**src/hw/rtl/mbps_pkg.sv**
```systemverilog
// Shared types, register indexes and defaults for the masked byte pattern scanner.
package mbps_pkg;

   localparam int MAX_PATTERN_BYTES_DEF = 16;
   localparam int OFFSET_BITS_DEF       = 32;

   localparam int CSR_INDEX_W = 3;
   localparam int CSR_DATA_W  = 64;

   localparam logic [CSR_INDEX_W-1:0] CSR_PATTERN_LOW  = 3'd0;
   localparam logic [CSR_INDEX_W-1:0] CSR_PATTERN_HIGH = 3'd1;
   localparam logic [CSR_INDEX_W-1:0] CSR_CARE_MASK    = 3'd2;
   localparam logic [CSR_INDEX_W-1:0] CSR_PATTERN_LEN  = 3'd3;
   localparam logic [CSR_INDEX_W-1:0] CSR_REPORT_ALL   = 3'd4;
   localparam logic [CSR_INDEX_W-1:0] CSR_REGION_BASE  = 3'd5;
   localparam logic [CSR_INDEX_W-1:0] CSR_RESULT_ADJ   = 3'd6;

   typedef struct packed {
      logic [63:0] pattern_low;
      logic [63:0] pattern_high;
      logic [15:0] care_mask;
      logic [4:0]  pattern_length;
      logic        report_all;
      logic [63:0] region_base;
      logic [31:0] result_adjust;
   } cfg_type;

   // Status that travels from the match stage to the response stage.
   typedef struct packed {
      logic        hit;
      logic        last;
      logic        found;
      logic [15:0] count;
   } mid_type;

endpackage

```
**src/hw/rtl/mbps_csr.sv**
```systemverilog
// Configuration register file of the pattern scanner.
module mbps_csr (
   input  logic                               clock,
   input  logic                               reset,
   input  logic                               csr_valid,
   output logic                               csr_ready,
   input  logic [mbps_pkg::CSR_INDEX_W-1:0]   csr_index,
   input  logic [mbps_pkg::CSR_DATA_W-1:0]    csr_data,
   output mbps_pkg::cfg_type                  cfg
);

   mbps_pkg::cfg_type cfg_ff, cfg_in;

   assign csr_ready = 1'b1;
   assign cfg       = cfg_ff;

   always_comb begin
      cfg_in = cfg_ff;
      if (csr_valid) begin
         unique case (csr_index)
            mbps_pkg::CSR_PATTERN_LOW:  cfg_in.pattern_low    = csr_data;
            mbps_pkg::CSR_PATTERN_HIGH: cfg_in.pattern_high   = csr_data;
            mbps_pkg::CSR_CARE_MASK:    cfg_in.care_mask      = csr_data[15:0];
            mbps_pkg::CSR_PATTERN_LEN:  cfg_in.pattern_length = csr_data[4:0];
            mbps_pkg::CSR_REPORT_ALL:   cfg_in.report_all     = csr_data[0];
            mbps_pkg::CSR_REGION_BASE:  cfg_in.region_base    = csr_data;
            mbps_pkg::CSR_RESULT_ADJ:   cfg_in.result_adjust  = csr_data[31:0];
            default: ;
         endcase
      end
   end

   always_ff @(posedge clock) begin
      if (reset) begin
         cfg_ff.pattern_low    <= '0;
         cfg_ff.pattern_high   <= '0;
         cfg_ff.care_mask      <= 16'hFFFF;
         cfg_ff.pattern_length <= 5'd1;
         cfg_ff.report_all     <= 1'b0;
         cfg_ff.region_base    <= '0;
         cfg_ff.result_adjust  <= '0;
      end else begin
         cfg_ff <= cfg_in;
      end
   end

endmodule

```
**src/hw/rtl/mbps_match.sv**
```systemverilog
// Byte window, region counters and parallel masked compare, with the match stage register.
module mbps_match #(
   parameter int MAX_PATTERN_BYTES = mbps_pkg::MAX_PATTERN_BYTES_DEF,
   parameter int OFFSET_BITS       = mbps_pkg::OFFSET_BITS_DEF
) (
   input  logic                    clock,
   input  logic                    reset,
   input  mbps_pkg::cfg_type       cfg,
   input  logic                    req_tvalid,
   output logic                    req_tready,
   input  logic [7:0]              req_byte,
   input  logic                    req_last,
   input  logic                    mid_ready,
   output logic                    mid_valid,
   output mbps_pkg::mid_type       mid_info,
   output logic [OFFSET_BITS-1:0]  mid_offset
);

   localparam int LEN_W = $clog2(MAX_PATTERN_BYTES + 1);
   localparam int IDX_W = (MAX_PATTERN_BYTES > 1) ? $clog2(MAX_PATTERN_BYTES) : 1;

   logic [7:0]             window_ff [MAX_PATTERN_BYTES];
   logic [7:0]             window_in [MAX_PATTERN_BYTES];
   logic [OFFSET_BITS-1:0] seen_ff, seen_in;
   logic                   found_ff, found_in;
   logic [15:0]            hits_ff, hits_in;

   logic                   mid_valid_ff, mid_valid_in;
   mbps_pkg::mid_type      mid_info_ff, mid_info_in;
   logic [OFFSET_BITS-1:0] mid_offset_ff, mid_offset_in;

   logic                   accept;
   logic [5:0]             len6;
   logic [LEN_W-1:0]       len_eff;
   logic [MAX_PATTERN_BYTES-1:0] miss;
   logic                   match;
   logic [OFFSET_BITS-1:0] seen_next;
   logic [15:0]            hits_next;
   logic                   found_next;
   logic                   report;

   assign req_tready = !mid_valid_ff || mid_ready;
   assign accept     = req_tvalid && req_tready;
   assign mid_valid  = mid_valid_ff;
   assign mid_info   = mid_info_ff;
   assign mid_offset = mid_offset_ff;

   // Pattern length zero counts as one; anything above the window depth is clamped.
   always_comb begin
      if (cfg.pattern_length == 5'd0) begin
         len6 = 6'd1;
      end else if ({1'b0, cfg.pattern_length} > 6'(MAX_PATTERN_BYTES)) begin
         len6 = 6'(MAX_PATTERN_BYTES);
      end else begin
         len6 = {1'b0, cfg.pattern_length};
      end
      len_eff = LEN_W'(len6);
   end

   // The window as it stands once the new byte has shifted in; entry 0 is the newest.
   always_comb begin
      window_in[0] = req_byte;
      for (int k = 1; k < MAX_PATTERN_BYTES; k++) begin
         window_in[k] = window_ff[k-1];
      end
   end

   assign seen_next = (seen_ff == '1) ? seen_ff : seen_ff + 1'b1;

   // Pattern byte i lines up with window entry len-1-i.
   for (genvar i = 0; i < MAX_PATTERN_BYTES; i++) begin : g_cmp
      logic [7:0]       want;
      logic             care;
      logic [IDX_W-1:0] sel;
      if (i < 8) begin : g_low
         assign want = cfg.pattern_low[8*i +: 8];
         assign care = cfg.care_mask[i];
      end else if (i < 16) begin : g_high
         assign want = cfg.pattern_high[8*(i-8) +: 8];
         assign care = cfg.care_mask[i];
      end else begin : g_none
         assign want = 8'd0;
         assign care = 1'b0;
      end
      assign sel     = IDX_W'(int'(len_eff) - 1 - i);
      assign miss[i] = care && (LEN_W'(i) < len_eff) && (window_in[sel] != want);
   end

   assign match      = (seen_next >= OFFSET_BITS'(len_eff)) && !(|miss);
   assign found_next = found_ff || match;
   assign hits_next  = (match && hits_ff != '1) ? hits_ff + 1'b1 : hits_ff;
   assign report     = match && (!found_ff || cfg.report_all);

   always_comb begin
      seen_in  = seen_ff;
      found_in = found_ff;
      hits_in  = hits_ff;
      mid_info_in   = mid_info_ff;
      mid_offset_in = mid_offset_ff;
      if (mid_ready) begin
         mid_valid_in = 1'b0;
      end else begin
         mid_valid_in = mid_valid_ff;
      end
      if (accept) begin
         mid_valid_in       = 1'b1;
         mid_info_in.hit    = report;
         mid_info_in.last   = req_last;
         mid_info_in.found  = found_next;
         mid_info_in.count  = hits_next;
         mid_offset_in      = report ? seen_next - OFFSET_BITS'(len_eff) : '0;
         if (req_last) begin
            seen_in  = '0;
            found_in = 1'b0;
            hits_in  = '0;
         end else begin
            seen_in  = seen_next;
            found_in = found_next;
            hits_in  = hits_next;
         end
      end
   end

   always_ff @(posedge clock) begin
      if (reset) begin
         for (int k = 0; k < MAX_PATTERN_BYTES; k++) begin
            window_ff[k] <= '0;
         end
      end else if (accept) begin
         for (int k = 0; k < MAX_PATTERN_BYTES; k++) begin
            window_ff[k] <= req_last ? 8'd0 : window_in[k];
         end
      end
   end

   always_ff @(posedge clock) begin
      if (reset) begin
         seen_ff      <= '0;
         found_ff     <= 1'b0;
         hits_ff      <= '0;
         mid_valid_ff <= 1'b0;
      end else begin
         seen_ff      <= seen_in;
         found_ff     <= found_in;
         hits_ff      <= hits_in;
         mid_valid_ff <= mid_valid_in;
      end
   end

   always_ff @(posedge clock) begin
      mid_info_ff   <= mid_info_in;
      mid_offset_ff <= mid_offset_in;
   end

endmodule

```
**src/hw/rtl/mbps_resp.sv**
```systemverilog
// Address computation and the response register; drops requests that carry no result.
module mbps_resp #(
   parameter int OFFSET_BITS = mbps_pkg::OFFSET_BITS_DEF
) (
   input  logic                    clock,
   input  logic                    reset,
   input  mbps_pkg::cfg_type       cfg,
   input  logic                    mid_valid,
   output logic                    mid_ready,
   input  mbps_pkg::mid_type       mid_info,
   input  logic [OFFSET_BITS-1:0]  mid_offset,
   output logic                    rsp_tvalid,
   input  logic                    rsp_tready,
   output logic [119:0]            rsp_tdata,
   output logic                    rsp_tuser,
   output logic                    rsp_tlast
);

   localparam int OFS_EXT_W = (OFFSET_BITS > 32) ? OFFSET_BITS : 32;

   logic                 valid_ff, valid_in;
   logic                 hit_ff, hit_in;
   logic                 last_ff, last_in;
   logic                 found_ff, found_in;
   logic [15:0]          count_ff, count_in;
   logic [31:0]          offset_ff, offset_in;
   logic [63:0]          address_ff, address_in;
   logic [OFS_EXT_W-1:0] offset_ext;
   logic [63:0]          adjust_ext;
   logic                 take;

   assign mid_ready  = !valid_ff || rsp_tready;
   assign take       = mid_valid && mid_ready;
   assign offset_ext = OFS_EXT_W'(mid_offset);
   assign adjust_ext = {{32{cfg.result_adjust[31]}}, cfg.result_adjust};

   always_comb begin
      valid_in   = rsp_tready ? 1'b0 : valid_ff;
      hit_in     = hit_ff;
      last_in    = last_ff;
      found_in   = found_ff;
      count_in   = count_ff;
      offset_in  = offset_ff;
      address_in = address_ff;
      if (take) begin
         // Only a hit or the end of a region produces a response.
         valid_in   = mid_info.hit || mid_info.last;
         hit_in     = mid_info.hit;
         last_in    = mid_info.last;
         found_in   = mid_info.found;
         count_in   = mid_info.count;
         offset_in  = offset_ext[31:0];
         address_in = mid_info.hit ?
                      cfg.region_base + 64'(mid_offset) + adjust_ext : 64'd0;
      end
   end

   always_ff @(posedge clock) begin
      if (reset) begin
         valid_ff <= 1'b0;
      end else begin
         valid_ff <= valid_in;
      end
   end

   always_ff @(posedge clock) begin
      hit_ff     <= hit_in;
      last_ff    <= last_in;
      found_ff   <= found_in;
      count_ff   <= count_in;
      offset_ff  <= offset_in;
      address_ff <= address_in;
   end

   assign rsp_tvalid = valid_ff;
   assign rsp_tuser  = hit_ff;
   assign rsp_tlast  = last_ff;
   assign rsp_tdata  = {7'd0, count_ff, found_ff, address_ff, offset_ff};

endmodule

```
**src/hw/rtl/masked_byte_pattern_scanner_unit.sv**
```systemverilog
// Top level of the masked byte pattern scanner.
//
//   channel  direction  handshake              payload
//   req      in         req_tvalid/req_tready  tdata: data_byte; tlast: region_last
//   rsp      out        rsp_tvalid/rsp_tready  tdata/tuser/tlast: match report or region end
//   csr      in         csr_valid/csr_ready    csr_index, csr_data
//
// One request is taken every cycle while the match stage is free; the response for a
// request is registered in the match stage, then in the address add stage.
// Requests that neither hit nor end a region produce no response.
// Synchronous reset clears configuration to its defaults and empties the window.
// A stalled response holds its register; the match stage keeps accepting while it is free.
module masked_byte_pattern_scanner_unit #(
   parameter int MAX_PATTERN_BYTES = mbps_pkg::MAX_PATTERN_BYTES_DEF,
   parameter int OFFSET_BITS       = mbps_pkg::OFFSET_BITS_DEF
) (
   input  logic                              clock,
   input  logic                              reset,
   input  logic                              req_tvalid,
   output logic                              req_tready,
   input  logic [7:0]                        req_tdata,  // [7:0] data_byte
   input  logic                              req_tlast,  // region_last
   output logic                              rsp_tvalid,
   input  logic                              rsp_tready,
   // [31:0] hit_offset, [95:32] hit_address, [96] found_any, [112:97] match_count
   output logic [119:0]                      rsp_tdata,
   output logic                              rsp_tuser,  // hit
   output logic                              rsp_tlast,  // region_done
   input  logic                              csr_valid,
   output logic                              csr_ready,
   input  logic [mbps_pkg::CSR_INDEX_W-1:0]  csr_index,
   input  logic [mbps_pkg::CSR_DATA_W-1:0]   csr_data
);

   mbps_pkg::cfg_type      cfg;
   logic                   mid_valid;
   logic                   mid_ready;
   mbps_pkg::mid_type      mid_info;
   logic [OFFSET_BITS-1:0] mid_offset;

   mbps_csr u_csr (
      .clock     (clock),
      .reset     (reset),
      .csr_valid (csr_valid),
      .csr_ready (csr_ready),
      .csr_index (csr_index),
      .csr_data  (csr_data),
      .cfg       (cfg)
   );

   mbps_match #(
      .MAX_PATTERN_BYTES (MAX_PATTERN_BYTES),
      .OFFSET_BITS       (OFFSET_BITS)
   ) u_match (
      .clock      (clock),
      .reset      (reset),
      .cfg        (cfg),
      .req_tvalid (req_tvalid),
      .req_tready (req_tready),
      .req_byte   (req_tdata),
      .req_last   (req_tlast),
      .mid_ready  (mid_ready),
      .mid_valid  (mid_valid),
      .mid_info   (mid_info),
      .mid_offset (mid_offset)
   );

   mbps_resp #(
      .OFFSET_BITS (OFFSET_BITS)
   ) u_resp (
      .clock      (clock),
      .reset      (reset),
      .cfg        (cfg),
      .mid_valid  (mid_valid),
      .mid_ready  (mid_ready),
      .mid_info   (mid_info),
      .mid_offset (mid_offset),
      .rsp_tvalid (rsp_tvalid),
      .rsp_tready (rsp_tready),
      .rsp_tdata  (rsp_tdata),
      .rsp_tuser  (rsp_tuser),
      .rsp_tlast  (rsp_tlast)
   );

endmodule
```
**config.mk**
```make
export PLATFORM = sky130hd
export DESIGN_NAME = masked_byte_pattern_scanner_unit
export DESIGN_NICKNAME = d
export VERILOG_FILES = /design/src/hw/rtl/mbps_pkg.sv /design/src/hw/rtl/mbps_csr.sv /design/src/hw/rtl/mbps_match.sv /design/src/hw/rtl/mbps_resp.sv /design/src/hw/rtl/masked_byte_pattern_scanner_unit.sv
export SDC_FILE = /design/constraint.sdc
export NUM_CORES = 2
export LEC_CHECK = 0
export BUFFER_PORTS_ARGS = -buffer_cell sky130_fd_sc_hd__buf_4
export CORE_AREA = 2 2 322 324
export DETAILED_ROUTE_END_ITERATION = 16
export DIE_AREA = 0 0 324 326
export GPL_TIMING_DRIVEN = 1
export HOLD_SLACK_MARGIN = 0.1
export PLACE_DENSITY = 0.46
export SETUP_SLACK_MARGIN = 0.5
export SLEW_MARGIN = 20
export SYNTH_ARGS = -nofsm -noshare
export SYNTH_HDL_FRONTEND = slang
export SYNTH_SLANG_ARGS = --single-unit
```
**constraint.sdc**
```tcl
create_clock -name clock -period 7.2 [get_ports clock]
set_input_delay 0.72 -clock clock [delete_from_list [all_inputs] [get_ports clock]]
set_output_delay 0.72 -clock clock [all_outputs]
set_load 0.005 [all_outputs]
```
==> impl_summary.md <==
Placement
The global placement routability congestion is between 0.9 and 1. During placement, the flow inserted port buffers numbering 197. The cell area after placement is 0.0383 mm2. Detailed placement ended at an HPWL of about 92000 um. The placed instance count is 4957.

Setup path
The endpoint class of the critical path is a flop. The reg-to-reg setup timing slack is between 0.8 and 0.9 ns. At the worst endpoint, the required time is a little under 8 ns. The worst setup path is launched from a flop. The highest fanout seen on the critical path is 20. The critical path start-end classification is reg -> reg.

For the worst setup path, the data arrival time is 6.85 ns.

Logic synthesis
The async set-or-reset flop fraction in the synthesized netlist is 0. The post-synthesis cell type with the largest combined area is edfxtp_1. The multiplexer share of the synthesized area is 0.129.

The fraction of the mapped netlist area in compound gates is 0.136. Of the total synthesized cell area, the portion taken by XOR and XNOR cells is 0.0554. Synthesis handed over a netlist of 3543 instances. Yosys printed 0 warnings. The largest family of logic cells by synthesized area is simple AND/OR/NAND/NOR gates.

The share of synthesized area in the top cell type comes to 0.242. The simple-gate share of the synthesized area is 0.177. The cell area that synthesis handed to floorplanning was about 0.035 mm2. After synthesis, the cell types taking the most area are edfxtp_1 (24%), dfxtp_1 (17%), mux4_2 (12%). The adder and majority gate portion of the synthesized area is 0.0577. Synthesis inferred 583 register bits.

Of the synthesized area, sequential elements account for 0.410. The commonest cells after synthesis are nand2_1 (601), a21oi_1 (338), dfxtp_1 (297). The post-synthesis area per instance is approximately 10 um2. The prevailing post-synth register cell is dfxtp_1. The most common cell in the synthesized netlist is nand2_1.

The number of distinct standard cells referenced by the synthesized netlist is just over 80. In this run, synthesis inferred between 200 and 300 flip-flops with an integrated enable.

Timing
The maximum operating frequency is 158 MHz. The worst max-slew margin expressed relative to the limit is 0.183. Setup violations remaining at the end of the flow were counted as 0. The number of max-slew violations in the final report was 0.

At the pin with the least slew margin, the transition time is around 1.2 ns. Setup repair after global routing left no endpoint under its margin. The clock period minus worst slack is approximately 6.3 ns.

The count of endpoints failing hold in the final timing report is 0. The clock skew after layout is 0.0255 ns. In the finished design, the share of the clock period the worst path needs comes to 0.878. Final hold analysis gives a worst-case slack of 0.324 ns.

The final sum of negative setup slack is 0 ns.

Power
The internal power of the cells totals 6.16 mW. The switching component of the power is about 2.3 mW. Of the total power, combinational logic draws 0.140.

Power spread over the standard cell area amounts to 208 mW/mm2. The register share of total power is 0.439. The static leakage is about 15 nW. The share of total power dissipated in the clock network is 0.421. Of the total power, the share spent switching nets is 0.273. The maximum ir drop on the vdd rail is roughly 0.15 mV.

Floorplanning
The floorplan has 118 rows. The standard cell core area is 0.103 mm2. The width of the die is about 320 um.

The die is about 330 um tall. The die covers around 0.11 mm2. In this run the count of I/O pins placed on the die edge is slightly above 200. For this configuration, the core starts out at a cell density of 0.345.

Global route
The wire length of the first global-routing pass is between 150000 and 200000 um. Entering global routing, the biggest net connects slightly below 90 pins. The via count of the first global-routing pass is about 26000.

The global route total overflow is 0. The initial antenna violation count was 1. The overall routing resource usage is 0.229.

Final layout
The share of final-layout standard cells stronger than drive strength 1 is 0.172. From synthesis to final layout, the design area changed by 14.8%. At the end of the flow the core is filled with cells to 0.396. The final-stage net count is 3874.

The final cell area excluding filler cells is a little over 0.04 mm2. After the flow finishes, the layout carries non-filler instances totaling just over 5000. The number of antenna diodes in the final layout is 0.

Clock network
The number of setup buffers added after CTS is 0. The number of hold buffers added after CTS was 0. The number of sinks driven by the clock tree is about 600.

Clock tree synthesis selected as its root buffer the cell clkbuf_16. The H-tree generated during clock tree synthesis spans 3 levels. The clock tree from TritonCTS is done. The number of buffers on the longest clock path is 3.

Clock-pin slew was measured on the worst setup and hold paths at roughly 0.060 ns. Counting the buffers created by CTS gives 71. For the worst-skew pair, the clock arrives at the later sink with an insertion delay of 0.65 ns.

Route
Wires add up to about 120000 um. The number of routed nets with antenna violations is 0. In the routed layout, each cell is associated on average with a via count of about 5.5. The DRC violation count after routing is 0. The number of search-and-repair iterations in the first detailed-routing pass is 6. The via total after detailed routing is between 20000 and 30000. The number of violations reported at the end of detailed-routing iteration 0 is 2852. After detailed routing, the average wire length per cell comes to 24.1 um.

Worst hold path
The classification of the worst-slack hold path is in -> reg.

Run
Max-cap violations in this run came to 0.

Outcome
The run finished with clean final reports.
[per-layer routing]
metal | up-vias | part of all wire | global-route usage | wire, um
li1 | 13200 | - | - | -
met1 | 14000 | 0.47 | 0.344 | 58100
met2 | 958 | 0.45 | 0.347 | 54700
met3 | 122 | 0.060 | 0.0267 | 7390
met4 | 0 | 0.021 | 0.0585 | 2580
met5 | - | 0 | 0 | 0
[worst paths after layout]
kind,endpoint,start,cells past startpoint
setup / recovery,u_match.hits_ff[7],u_csr.cfg[101],16
hold / removal,u_match.mid_info[17],req_tlast,1
setup reg to reg,u_match.hits_ff[7],u_csr.cfg[101],16
hold reg to reg,u_resp.count_ff[11],u_match.mid_info[11],0
[registers in the layout, summed over array words and instances, names as in the netlist]
| register | flops |
|---|---|
| u_resp.count_ff | 16 |
| u_match.mid_valid | 1 |
| u_match.seen_ff | 32 |
| u_match.hits_ff | 16 |
| u_match.mid_offset | 32 |
| u_resp.rsp_tuser | 1 |
| u_match.window_ff | 120 |
| u_resp.rsp_tlast | 1 |
| u_resp.offset_ff | 32 |
| u_resp.address_ff | 64 |
| u_resp.found_ff | 1 |
| u_match.mid_info | 19 |
| u_match.found_ff | 1 |
| u_csr.cfg | 246 |
| u_resp.rsp_tvalid | 1 |
[cells in the final DEF (no fill, tap or decap), types with 56 or more instances in the layout]
| cell | count |
|---|---|
| a21oi_1 | 337 |
| ha_1 | 109 |
| and3_1 | 56 |
| nor2_1 | 111 |
| mux4_2 | 182 |
| edfxtp_1 | 286 |
| dfxtp_1 | 297 |
| nand2_1 | 600 |
| xnor2_1 | 143 |
| xor2_1 | 80 |
| o21ai_0 | 99 |
| nand3_1 | 64 |
| a21o_1 | 56 |
| buf_4 | 264 |
| and2_1 | 192 |
| clkbuf_16 | 76 |
[layout make-up]
cell class | instances | area [um2]
Multi-Input combinational cell | 2672 | 19900
Inverter | 54 | 205
Clock inverter | 30 | 270
Clock buffer | 97 | 2030
Tap cell | 1380 | 1730
Sequential cell | 583 | 14500
Fill cell | 10200 | 61900
Timing Repair Buffer | 268 | 2040
[through the flow]
stage,power (mW),setup slack [ns]
finish,8.48,0.877
global route,8.80,0.575
floorplan,4.47,0.659
CTS,8.56,0.524
global placement,4.97,0.356
detailed placement,4.96,0.298
[repair_timing]
| action | 4_1_cts | 5_1_grt |
|---|---|---|
| setup endpoints to repair | 11 | 17 |
| gates resized for setup | 5 | 15 |
| pin swaps | 1 | 2 |
[kinds of logic after synthesis]
family          Yosys count
buf+inv                 294
fa+ha+maj               143
simple gates           1301
flops                   583
compound gates          770
mux                     226
other cells               2
xor+xnor                224
[critical path: stages, from the launching register on]
cell	delay [ns]
dfxtp_1	0.34
buf_4	0.26
nand2b_1	0.44
ha_1	0.47
inv_1	0.18
o221a_2	0.37
or3_1	0.61
and3_1	0.28
a211oi_1	0.45
nor3_1	0.10
or4_1	0.51
or4_4	0.57
a2111oi_4	0.38
and4b_1	0.45
nand2_4	0.22
o311a_1	0.33
a221o_1	0.25
[power by group through the flow]
stage	sequential (mW)	clock, mW	combinational [mW]
after floorplan	3.74	0	0.730
after global placement	3.79	0	1.18
after detailed placement	3.79	0	1.18
after CTS	3.72	3.67	1.18
after global routing	3.73	3.80	1.27
final	3.72	3.57	1.19
(Power assumes the default switching activity.)
